$ cat src/rtl/lcar_pkg.sv
// Shared types and constants of the load cell converter reader.
package lcar_pkg;

  localparam int DataBits   = 24;
  localparam int MaxSamples = 1024;
  localparam int SumW       = 35;
  localparam int DivSteps   = SumW;
  localparam int DivCntW    = 6;
  localparam int ProdW      = 57;

  localparam logic [23:0] SignFlip = 24'h800000;

  // Register addresses (word index)
  localparam logic [2:0] RegChanB   = 3'd0;
  localparam logic [2:0] RegSamples = 3'd1;
  localparam logic [2:0] RegHalf    = 3'd2;
  localparam logic [2:0] RegTimeout = 3'd3;
  localparam logic [2:0] RegGap     = 3'd4;
  localparam logic [2:0] RegScale   = 3'd5;

  // Request codes
  localparam logic [1:0] ModeTick    = 2'd0;
  localparam logic [1:0] ModeMeasure = 2'd1;
  localparam logic [1:0] ModeTare    = 2'd2;
  localparam logic [1:0] ModeSpare   = 2'd3;

  typedef enum logic [2:0] {
    PH_IDLE = 3'd0,
    PH_WAIT = 3'd1,
    PH_HIGH = 3'd2,
    PH_LOW  = 3'd3,
    PH_GAP  = 3'd4
  } phase_t;

  typedef enum logic [2:0] {
    C_RUN = 3'd0,
    C_DIV = 3'd1,
    C_MUL = 3'd2,
    C_SAT = 3'd3,
    C_FIN = 3'd4
  } ctrl_state_t;

  typedef struct packed {
    logic               use_channel_b;
    logic [10:0]        sample_count;
    logic [9:0]         half_period_ticks;
    logic [19:0]        ready_timeout_ticks;
    logic [19:0]        gap_ticks;
    logic signed [31:0] scale_reciprocal;
  } cfg_t;

  typedef struct packed {
    logic tick;
    logic div_step;
    logic mul;
    logic sat;
    logic fin_load;
  } cmd_t;

  typedef struct packed {
    logic last;
    logic div_last;
    logic tare;
  } sts_t;

endpackage

$ cat src/rtl/lcar_ctrl.sv
// Sequencing controller: tick acceptance, divide, multiply and result hand-off.
module lcar_ctrl import lcar_pkg::*; (
  input  logic clk,
  input  logic rst_n,
  input  logic in_valid,
  output logic in_stall,
  output logic out_valid,
  input  logic out_stall,
  input  sts_t sts,
  output cmd_t cmd
);

  ctrl_state_t st_r, st_nxt;
  logic        ov_r, ov_nxt;
  logic        room;

  // Hold state and output valid
  always_ff @(posedge clk) begin
    if (!rst_n) begin
      st_r <= C_RUN;
      ov_r <= 1'b0;
    end else begin
      st_r <= st_nxt;
      ov_r <= ov_nxt;
    end
  end

  // Advance sequence and drive commands
  always_comb begin
    room     = !ov_r || !out_stall;
    st_nxt   = st_r;
    cmd      = '0;
    in_stall = 1'b1;
    unique case (st_r)
      C_RUN: begin
        in_stall = !room;
        if (in_valid && room) begin
          cmd.tick = 1'b1;
          if (sts.last) st_nxt = C_DIV;
        end
      end
      C_DIV: begin
        cmd.div_step = 1'b1;
        if (sts.div_last) st_nxt = sts.tare ? C_FIN : C_MUL;
      end
      C_MUL: begin
        cmd.mul = 1'b1;
        st_nxt  = C_SAT;
      end
      C_SAT: begin
        cmd.sat = 1'b1;
        st_nxt  = C_FIN;
      end
      C_FIN: begin
        if (room) begin
          cmd.fin_load = 1'b1;
          st_nxt       = C_RUN;
        end
      end
      default: st_nxt = C_RUN;
    endcase
    if ((cmd.tick && !sts.last) || cmd.fin_load) ov_nxt = 1'b1;
    else if (!out_stall)                          ov_nxt = 1'b0;
    else                                          ov_nxt = ov_r;
  end

  assign out_valid = ov_r;

endmodule

$ cat src/rtl/lcar_dp.sv
// Datapath: serial clock timing, bit capture, accumulate, divide, scale, output register.
module lcar_dp import lcar_pkg::*; (
  input  logic               clk,
  input  logic               rst_n,
  input  cfg_t               cfg,
  input  cmd_t               cmd,
  output sts_t               sts,
  input  logic [1:0]         in_mode,
  input  logic               in_dout_level,
  output logic               out_sck_level,
  output logic               out_busy_res,
  output logic               out_done_res,
  output logic [23:0]        out_raw_average,
  output logic signed [31:0] out_weight,
  output logic               out_timed_out
);

  phase_t              ph_r, ph_nxt;
  logic [4:0]          bc_r, bc_nxt;
  logic [23:0]         sh_r, sh_nxt;
  logic [19:0]         tc_r, tc_nxt;
  logic [10:0]         sd_r, sd_nxt;
  logic [SumW-1:0]     sum_r, sum_nxt;
  logic [23:0]         tare_r;
  logic                dt_r, dt_nxt;
  logic [23:0]         avg_r;
  logic signed [31:0]  wt_r;
  logic                to_r, to_nxt;
  logic [SumW-1:0]     dq_r;
  logic [10:0]         rem_r;
  logic [DivCntW-1:0]  dcnt_r;
  logic signed [ProdW-1:0] prod_r;

  logic [20:0]         tc_inc;
  logic [9:0]          half;
  logic [19:0]         tmo;
  logic [10:0]         neff;
  logic [4:0]          pulses;
  logic [4:0]          bc_inc;
  logic                fin, last, sck;
  logic [23:0]         fval;
  logic [11:0]         dshift;
  logic                dge;
  logic signed [24:0]  diff;
  logic signed [ProdW-1:0]  prod_sh;
  logic signed [ProdW-17:0] shr;

  // Effective settings
  always_comb begin
    half   = (cfg.half_period_ticks == '0) ? 10'd1 : cfg.half_period_ticks;
    tmo    = (cfg.ready_timeout_ticks == '0) ? 20'd1 : cfg.ready_timeout_ticks;
    if (cfg.sample_count == '0)                  neff = 11'd1;
    else if (cfg.sample_count > 11'(MaxSamples)) neff = 11'(MaxSamples);
    else                                         neff = cfg.sample_count;
    pulses = 5'(DataBits) + (cfg.use_channel_b ? 5'd2 : 5'd1);
  end

  // Per-tick phase logic
  always_comb begin
    ph_nxt  = ph_r;
    bc_nxt  = bc_r;
    sh_nxt  = sh_r;
    tc_nxt  = tc_r;
    sd_nxt  = sd_r;
    sum_nxt = sum_r;
    dt_nxt  = dt_r;
    to_nxt  = to_r;
    tc_inc  = {1'b0, tc_r} + 21'd1;
    bc_inc  = bc_r + 5'd1;
    fin     = 1'b0;
    fval    = '0;
    sck     = 1'b0;
    last    = 1'b0;
    unique case (ph_r)
      PH_IDLE: begin
        if (in_mode == ModeMeasure || in_mode == ModeTare) begin
          dt_nxt  = (in_mode == ModeTare);
          sum_nxt = '0;
          sd_nxt  = '0;
          bc_nxt  = '0;
          sh_nxt  = '0;
          tc_nxt  = '0;
          to_nxt  = 1'b0;
          ph_nxt  = PH_WAIT;
        end
      end
      PH_WAIT: begin
        if (!in_dout_level) begin
          bc_nxt = '0;
          sh_nxt = '0;
          tc_nxt = '0;
          ph_nxt = PH_HIGH;
        end else begin
          tc_nxt = tc_inc[19:0];
          if (tc_inc >= {1'b0, tmo}) begin
            to_nxt = 1'b1;
            fin    = 1'b1;
          end
        end
      end
      PH_HIGH: begin
        sck = 1'b1;
        if (tc_inc >= 21'(half)) begin
          tc_nxt = '0;
          ph_nxt = PH_LOW;
        end else begin
          tc_nxt = tc_inc[19:0];
        end
      end
      PH_LOW: begin
        if (tc_inc >= 21'(half)) begin
          tc_nxt = '0;
          if (bc_r < 5'(DataBits)) sh_nxt = {sh_r[22:0], in_dout_level};
          if (bc_inc >= pulses) begin
            bc_nxt = '0;
            fin    = 1'b1;
            fval   = sh_nxt ^ SignFlip;
          end else begin
            bc_nxt = bc_inc;
            ph_nxt = PH_HIGH;
          end
        end else begin
          tc_nxt = tc_inc[19:0];
        end
      end
      PH_GAP: begin
        if (tc_inc >= {1'b0, cfg.gap_ticks}) begin
          tc_nxt = '0;
          ph_nxt = PH_WAIT;
        end else begin
          tc_nxt = tc_inc[19:0];
        end
      end
      default: ph_nxt = PH_IDLE;
    endcase
    // Close one conversion
    if (fin) begin
      sum_nxt = sum_r + SumW'(fval);
      sd_nxt  = sd_r + 11'd1;
      tc_nxt  = '0;
      last    = (sd_nxt >= neff);
      if (last)                        ph_nxt = PH_IDLE;
      else if (cfg.gap_ticks == '0)    ph_nxt = PH_WAIT;
      else                             ph_nxt = PH_GAP;
    end
  end

  // One restoring divide step; offset difference and product shift
  always_comb begin
    dshift  = {rem_r, dq_r[SumW-1]};
    dge     = (dshift >= {1'b0, neff});
    diff    = $signed({1'b0, dq_r[23:0]}) - $signed({1'b0, tare_r});
    prod_sh = prod_r >>> 16;
    shr     = prod_sh[ProdW-17:0];
  end

  assign sts.last     = last;
  assign sts.div_last = (dcnt_r == DivCntW'(1));
  assign sts.tare     = dt_r;

  // Control state
  always_ff @(posedge clk) begin
    if (!rst_n) begin
      ph_r   <= PH_IDLE;
      bc_r   <= '0;
      sh_r   <= '0;
      tc_r   <= '0;
      sd_r   <= '0;
      sum_r  <= '0;
      tare_r <= '0;
      dt_r   <= 1'b0;
      avg_r  <= '0;
      wt_r   <= '0;
      to_r   <= 1'b0;
    end else begin
      if (cmd.tick) begin
        ph_r  <= ph_nxt;
        bc_r  <= bc_nxt;
        sh_r  <= sh_nxt;
        tc_r  <= tc_nxt;
        sd_r  <= sd_nxt;
        sum_r <= sum_nxt;
        dt_r  <= dt_nxt;
        to_r  <= to_nxt;
      end
      if (cmd.mul) avg_r <= dq_r[23:0];
      if (cmd.sat) begin
        if (shr > 41'sh7FFFFFFF)        wt_r <= 32'sh7FFFFFFF;
        else if (shr < -41'sh80000000)  wt_r <= 32'sh80000000;
        else                            wt_r <= shr[31:0];
      end
      if (cmd.fin_load && dt_r) tare_r <= dq_r[23:0];
    end
  end

  // Divider and multiplier working registers
  always_ff @(posedge clk) begin
    if (cmd.tick && last) begin
      dq_r   <= sum_nxt;
      rem_r  <= '0;
      dcnt_r <= DivCntW'(DivSteps);
    end else if (cmd.div_step) begin
      rem_r  <= dge ? 11'(dshift - {1'b0, neff}) : dshift[10:0];
      dq_r   <= {dq_r[SumW-2:0], dge};
      dcnt_r <= dcnt_r - DivCntW'(1);
    end
    if (cmd.mul) prod_r <= ProdW'(diff * cfg.scale_reciprocal);
  end

  // Output transaction register
  always_ff @(posedge clk) begin
    if (cmd.tick && !last) begin
      out_sck_level   <= sck;
      out_busy_res    <= (ph_nxt != PH_IDLE);
      out_done_res    <= 1'b0;
      out_raw_average <= avg_r;
      out_weight      <= wt_r;
      out_timed_out   <= to_nxt;
    end else if (cmd.fin_load) begin
      out_sck_level   <= 1'b0;
      out_busy_res    <= 1'b0;
      out_done_res    <= 1'b1;
      out_raw_average <= avg_r;
      out_weight      <= wt_r;
      out_timed_out   <= to_r;
    end
  end

endmodule

$ cat src/rtl/load_cell_adc_reader.sv
// Ordinary tick: result registered, valid in the cycle after it is taken.
// A closing tick runs the 35-step divider, multiply, saturate and load; a
// tare skips multiply and saturate. Else one tick per cycle unless the output
// stalls. Throughput is set by the bit-serial divider on finishing ticks.
// Synchronous active-low reset: idle phase, zero offset/average/weight,
// registers at their defaults; no result pending.
module load_cell_adc_reader import lcar_pkg::*; (
  input  logic               clk,
  input  logic               rst_n,
  input  logic               in_valid,
  output logic               in_stall,
  input  logic [1:0]         in_mode,
  input  logic               in_dout_level,
  output logic               out_valid,
  input  logic               out_stall,
  output logic               out_sck_level,
  output logic               out_busy_res,
  output logic               out_done_res,
  output logic [23:0]        out_raw_average,
  output logic signed [31:0] out_weight,
  output logic               out_timed_out,
  input  logic               psel,
  input  logic               penable,
  input  logic               pwrite,
  input  logic [4:0]         paddr,
  input  logic [31:0]        pwdata,
  output logic [31:0]        prdata,
  output logic               pready
);

  cfg_t cfg_r;
  cmd_t cmd;
  sts_t sts;
  logic wr_en;

  assign pready = 1'b1;
  assign wr_en  = psel && penable && pwrite;

  // Write configuration registers
  always_ff @(posedge clk) begin
    if (!rst_n) begin
      cfg_r.use_channel_b       <= 1'b0;
      cfg_r.sample_count        <= 11'd1;
      cfg_r.half_period_ticks   <= 10'd4;
      cfg_r.ready_timeout_ticks <= 20'd150000;
      cfg_r.gap_ticks           <= 20'd5000;
      cfg_r.scale_reciprocal    <= 32'sd65536;
    end else if (wr_en) begin
      case (paddr[4:2])
        RegChanB:   cfg_r.use_channel_b       <= pwdata[0];
        RegSamples: cfg_r.sample_count        <= pwdata[10:0];
        RegHalf:    cfg_r.half_period_ticks   <= pwdata[9:0];
        RegTimeout: cfg_r.ready_timeout_ticks <= pwdata[19:0];
        RegGap:     cfg_r.gap_ticks           <= pwdata[19:0];
        RegScale:   cfg_r.scale_reciprocal    <= pwdata;
        default: ;
      endcase
    end
  end

  // Read back
  always_comb begin
    unique case (paddr[4:2])
      RegChanB:   prdata = {31'd0, cfg_r.use_channel_b};
      RegSamples: prdata = {21'd0, cfg_r.sample_count};
      RegHalf:    prdata = {22'd0, cfg_r.half_period_ticks};
      RegTimeout: prdata = {12'd0, cfg_r.ready_timeout_ticks};
      RegGap:     prdata = {12'd0, cfg_r.gap_ticks};
      RegScale:   prdata = cfg_r.scale_reciprocal;
      default:    prdata = '0;
    endcase
  end

  lcar_ctrl u_ctrl (
    .clk       (clk),
    .rst_n     (rst_n),
    .in_valid  (in_valid),
    .in_stall  (in_stall),
    .out_valid (out_valid),
    .out_stall (out_stall),
    .sts       (sts),
    .cmd       (cmd)
  );

  lcar_dp u_dp (
    .clk             (clk),
    .rst_n           (rst_n),
    .cfg             (cfg_r),
    .cmd             (cmd),
    .sts             (sts),
    .in_mode         (in_mode),
    .in_dout_level   (in_dout_level),
    .out_sck_level   (out_sck_level),
    .out_busy_res    (out_busy_res),
    .out_done_res    (out_done_res),
    .out_raw_average (out_raw_average),
    .out_weight      (out_weight),
    .out_timed_out   (out_timed_out)
  );

endmodule

$ cat config.mk
export PLATFORM = sky130hd
export DESIGN_NAME = load_cell_adc_reader
export DESIGN_NICKNAME = d
export VERILOG_FILES = /design/src/rtl/lcar_pkg.sv /design/src/rtl/lcar_ctrl.sv /design/src/rtl/lcar_dp.sv /design/src/rtl/load_cell_adc_reader.sv
export SDC_FILE = /design/constraint.sdc
export NUM_CORES = 2
export LEC_CHECK = 0
export BUFFER_PORTS_ARGS = -buffer_cell sky130_fd_sc_hd__buf_4
export CAP_MARGIN = 0
export CORE_UTILIZATION = 32
export DETAILED_ROUTE_END_ITERATION = 12
export PLACE_DENSITY = 0.49
export RECOVER_POWER = 100
export SETUP_SLACK_MARGIN = 0.02
export SLEW_MARGIN = 20
export SYNTH_ARGS = -nofsm -noshare
export SYNTH_HDL_FRONTEND = slang
export SYNTH_SLANG_ARGS = --single-unit
$ cat constraint.sdc
create_clock -name clk -period 25.5 [get_ports clk]
set_clock_uncertainty 0.1 [all_clocks]
set_input_delay 3.825 -clock clk [delete_from_list [all_inputs] [get_ports clk]]
set_output_delay 3.825 -clock clk [all_outputs]
set_load 0.01 [all_outputs]
Word-level counts from Yosys, hierarchy flattened
Cells that the tools add are included.
- output and inout bits: 95
- register bits after elaboration: 447
- input port bits: 47
- reduce and logical (&&, ||, !) cells: 39
- multiplexer cells: 84
- $lt $le $gt $ge: 10
- $add $sub $neg: 8
- bitwise logic cells: 1
- $mul: 1
- equal/unequal tests: 25
- operators by type and width (kind ; number):
    2-to-1 mux 24 bit ; 11
    case mux 32 bit (6 select lines) ; 1
    2-to-1 mux 35 bit ; 5
    2-to-1 mux 32 bit ; 4
    2-to-1 mux 20 bit ; 6
    case mux 20 bit (4 select lines) ; 1
    case mux 24 bit (3 select lines) ; 1
    2-to-1 mux 11 bit ; 6
    multiplier 25 x 32 -> 57 bit ; 1
    greater-or-equal comparator 21 x 20 -> 1 bit ; 2
    2-to-1 mux 3 bit ; 14
    greater-than comparator 41 x 32 -> 1 bit, second input constant ; 1
    less-than comparator 41 x 32 -> 1 bit, second input constant ; 1
    zero test 20 bit ; 2
    adder 35 x 24 -> 35 bit ; 1
    case mux 3 bit (5 select lines) ; 2
    subtractor 24 x 24 -> 25 bit ; 1
    2-to-1 mux 1 bit ; 24
    adder 20 x 1 -> 21 bit, second input constant ; 1
    greater-or-equal comparator 21 x 10 -> 1 bit ; 1
    2-to-1 mux 5 bit ; 4
    equality test 3 x 2 -> 1 bit, second input constant ; 6
    case mux 5 bit (3 select lines) ; 1
    equality test 3 bit, second input constant ; 4
    other kinds (35) ; 67

Depth between registers and ports, before layout
- depth in word-level cells: 12
- depth in mapped cells: 37

Cells and area by module
Synthesis repeated with hierarchy kept, for this count alone.
- cell total of the unflattened synthesis: 5486
- area, all modules: 49961.7 um^2
- by module, submodules not included (module ; area an instance (um^2) ; cells each ; sequential area each (um^2) ; instances):
    lcar_dp ; 45441.1 ; 4998 ; 8017.7 ; 1
    load_cell_adc_reader ; 4282.9 ; 460 ; 1881.8 ; 1
    lcar_ctrl ; 237.7 ; 28 ; 80.1 ; 1

Least setup slack after synthesis
Ideal clock, no wire load.
- kind: register to register
- start: reg u_dp.dq_r[0]
- end: reg u_dp.prod_r[55], data pin
- cell stages (with the launch flop): 36
- library setup time: 195 ps
- path slack: 16129 ps
- data arrival time: 9076 ps
- clock period less this slack: 9371 ps
- data required time: 25205 ps
- cells stage by stage: edfxtp_1 inv_1 ha_1 fa_1 nor2b_1 o31ai_1 a311o_1 o21ai_0 a21oi_1 a21oi_1 a41oi_1 nor2b_1 xnor2_1 clkbuf_1 nand2_1 fa_1 inv_1 fa_1 fa_1 fa_1 fa_1 fa_1 inv_1 fa_1 inv_1 ha_1 nand4_1 or3_1 or2_2 o31ai_1 a31oi_1 a21oi_1 o211ai_1 a2111o_1 a211o_1 o311ai_0
- cells in the longest elaborated chain, start to end: 2
- ends and longest elaborated chain (element ; RTL line ; text):
    start, declared ; lcar_dp.sv:29 ; logic [SumW-1:0] dq_r;
    start signal, assigned ; lcar_dp.sv:199 ; dq_r <= sum_nxt;
    start signal, assigned ; lcar_dp.sv:204 ; dq_r <= {dq_r[SumW-2:0], dge};
    subtractor 24 x 24 -> 25 bit ; lcar_dp.sv:152 ; diff = $signed({1'b0, dq_r[23:0]}) - $signed({1'b0, tare_r});
    multiplier 25 x 32 -> 57 bit ; lcar_dp.sv:207 ; if (cmd.mul) prod_r <= ProdW'(diff * cfg.scale_reciprocal);
    end signal, assigned ; lcar_dp.sv:207 ;
    end, declared ; lcar_dp.sv:32 ; logic signed [ProdW-1:0] prod_r;
No other way between the ends.
A chain may end at the register's enable or synchronous reset.

==> results.toml <==
[power]
max-vdd-ir-drop_uv = 54.0
static_leakage_nw = 24.7
p_sw_share_pct = 28.2
seq_power_share_pct = 40.1
clockPowerShare_pct = 46.5
internal_power_w = 0.00131
switching_power_w = 0.000514
power-per-cell-area_nw_per_um2 = 33.9
pwr-share-comb_pct = 13.5

[critical_path]
cp_max_stage_delay_ns = 4.19
worst_setup_path_start_kind = "input port"
worst_path_dominant_cell_family = "buffers and inverters"
crit_path_end_kind = "flop"
crit_chain = "clkbuf_1 > clkinvlp_2 > clkbuf_1 > o31ai_1 > o21ai_0 > o31ai_1"
setup.worst_path.class = "in -> reg"
worstPathBufferInverterCount = 3
critPathRequiredTime_ns = 25.98
crit_arrival_ns = 14.08
crit_path_max_fanout = 104
timing.critical_path.slowest_stage_cell = "clkinvlp_2"

[logic_synthesis]
yosys.cell_types.count = 86
synth-edff-count = 135
ys_ff_latch = 431
syn_area_um2 = 49100
post_syn_area_per_cell_um2 = 8.94
asyncSetResetFlopFracSynth_pct = 0
synthCells = 5499
yosysSeqAreaShare_pct = 20.3
yosysWarnings = 0
ys_dominant_reg_cell = "dfxtp_1"
syn-num-nets = 6647

[cts]
cts_buffers = 53
cts.repair.resized = 0
cts-htree-levels = 2
postCtsHoldBufs = 0
cts_tree = "done"
cts_num_sinks = 431
clockRootBuffer = "clkbuf_16"
clkSlewWorstSetupHoldPaths_ns = 0.06
clock_latency_ns = 0.68
cts.path.max_buffers = 3
post_cts_setup_driven_buffer_insertion_count = 0

[sta]
finalCritPeriodShare_pct = 53.3
totalNegativeSetupSlack_ns = 0
setup_viol_count_final = 0
finalHoldViolCount = 0
final_min_period_ns = 13.60
fmax_ghz = 0.0735
worst_slew_pin_slew_ns = 4.19
worst_slack_ns = 11.90
slew_headroom_pct = -181
rsz0062_at_grt = "no"
timing_max_transition_violations_final = 680

[layout]
stdcell_count = 7540
area_growth_pct = 9.56
layout.nets = 6613
multi_input_comb_area_um2 = 34600
layout.cells.most_common = "nand2_1"
final_cell_mix = "nand2_1, inv_1, fa_1"
post_route_cells_drive_above_1_share_pct = 4.94
final.fill_count = 15800
layout.cell_area.non_filler_um2 = 53800
area.sequential_um2 = 9990

[floorplan]
fp.dieW_um = 394
die_height_um = 394
initial_core_util_pct = 32.3
num_io_pins = 142
row_count = 143
die_outline_area_um2 = 155000
fp.coreArea_um2 = 152000

[route]
dr_total_vias = 36900
first_iter_violations = 1979
route.final.wire_length_um = 146000
routed_len_inst_um = 19.3
number_of_remaining_drc_errors = 0
via_per_inst = 4.90
drt-pass1-iter-count = 7
ant_nets = 0

[hold_path]
worst_hold_class = "reg -> reg"

[run]
timing.max_cap.violations = 18

[placed_design]
post-dp-hpwl_um = 105000
place.gp.congestion = 0.838
placement.setup.worst_slack_ns = 13.52
placed_area_um2 = 52400
post-place-cells = 7439
io_buffers = 138

[global_route]
number_of_antenna_violations_at_the_first_check_in_global_routing = 2
grt_start_max_net_pins = 105
global_route_wire_length_before_repair_um = 230000
grt_remaining_overflow = 0
grt.total_usage_pct = 19.1
vias_in_the_first_global_route = 38700

[status]
failed_checks = "max-capacitance violations, max-slew violations"
outcome = "finished with violations"
[power groups by stage]
stage	clock network (W)	registers (W)	logic (W)
floorplan	0	0.000744	0.000168
global placement	0	0.000746	0.000252
detailed placement	0	0.000746	0.000254
CTS	0.000878	0.000732	0.000255
global route	0.000904	0.000733	0.000278
finish	0.000849	0.000732	0.000246
[sequential cells by signal, indices dropped and copies added, names as in the netlist, 24 cells and up]
signal                flops
u_dp.wt_r                32
u_dp.sh_r                24
u_dp.dq_r                35
u_dp.out_raw_average     24
u_dp.avg_r               24
u_dp.tare_r              24
u_dp.sum_r               35
u_dp.out_weight          32
u_dp.prod_r              41
cfg_r                    94
[final cells by class]
class	instances	area share, %
Timing Repair Buffer	211	2.19
Clock inverter	30	0.827
Antenna cell	1	0.00465
Multi-Input combinational cell	3823	64.3
Sequential cell	431	18.6
Clock buffer	69	2.77
Tap cell	2030	4.72
Inverter	945	6.59
[per-stage QoR]
stage | hold slack, ns | utilization (%) | total power [W]
after detailed placement | 0.311 | 34.4 | 0.00100
final | 0.324 | 35.4 | 0.00183
after floorplan | 0.303 | - | 0.000912
after global placement | 0.313 | 34.4 | 0.000998
after global routing | 0.329 | 35.4 | 0.00191
after CTS | 0.320 | 35.7 | 0.00186
[logic make-up after synthesis]
family / share of synthesized area [%]
AOI/OAI and AO/OA: 9.85
xor gates and xnor gates: 2.19
adders and majority gates: 40.6
buffers and inverters: 9.58
DFF: 20.3
muxes: 1.16
other: 0.00763
and+or+nand+nor: 16.3
[layer usage]
metal  routed length (um)  GRT usage (%)  vias up
li1                     -              -    17200
met1                65200           25.5    18800
met2                69900           32.4      809
met3                 6920           2.53      176
met4                 3540           4.92        0
met5                    0              0        -
[cell usage after synthesis (all sizes together), types with 36 or more instances]
cell	n	area share, %
mux2i	39	0.79
nor2b	82	1.0
xor2	43	0.77
and3	36	0.46
o21ai	169	1.8
a21oi	294	3.0
dfxtp	296	12
ha	280	7.1
xnor2	80	1.4
nor2	166	1.3
a21o	41	0.63
fa	821	33
nor3	48	0.51
nand2	1016	7.8
inv	945	7.2
nand3	71	0.75
a22o	38	0.68
and2	208	2.6
clkbuf	280	2.1
edfxtp	135	8.2
[final timing paths]
check        slack [ns]                   to     startpoint  cells past startpoint
min reg2reg        0.32  u_dp.out_weight[20]  u_dp.wt_r[20]                      0
min                0.32  u_dp.out_weight[20]  u_dp.wt_r[20]                      0
max               11.90         u_dp.sd_r[7]          rst_n                      6
max reg2reg       12.30      u_dp.prod_r[55]   u_dp.dq_r[0]                     35
Note: power is estimated with default switching activity, not from simulation.
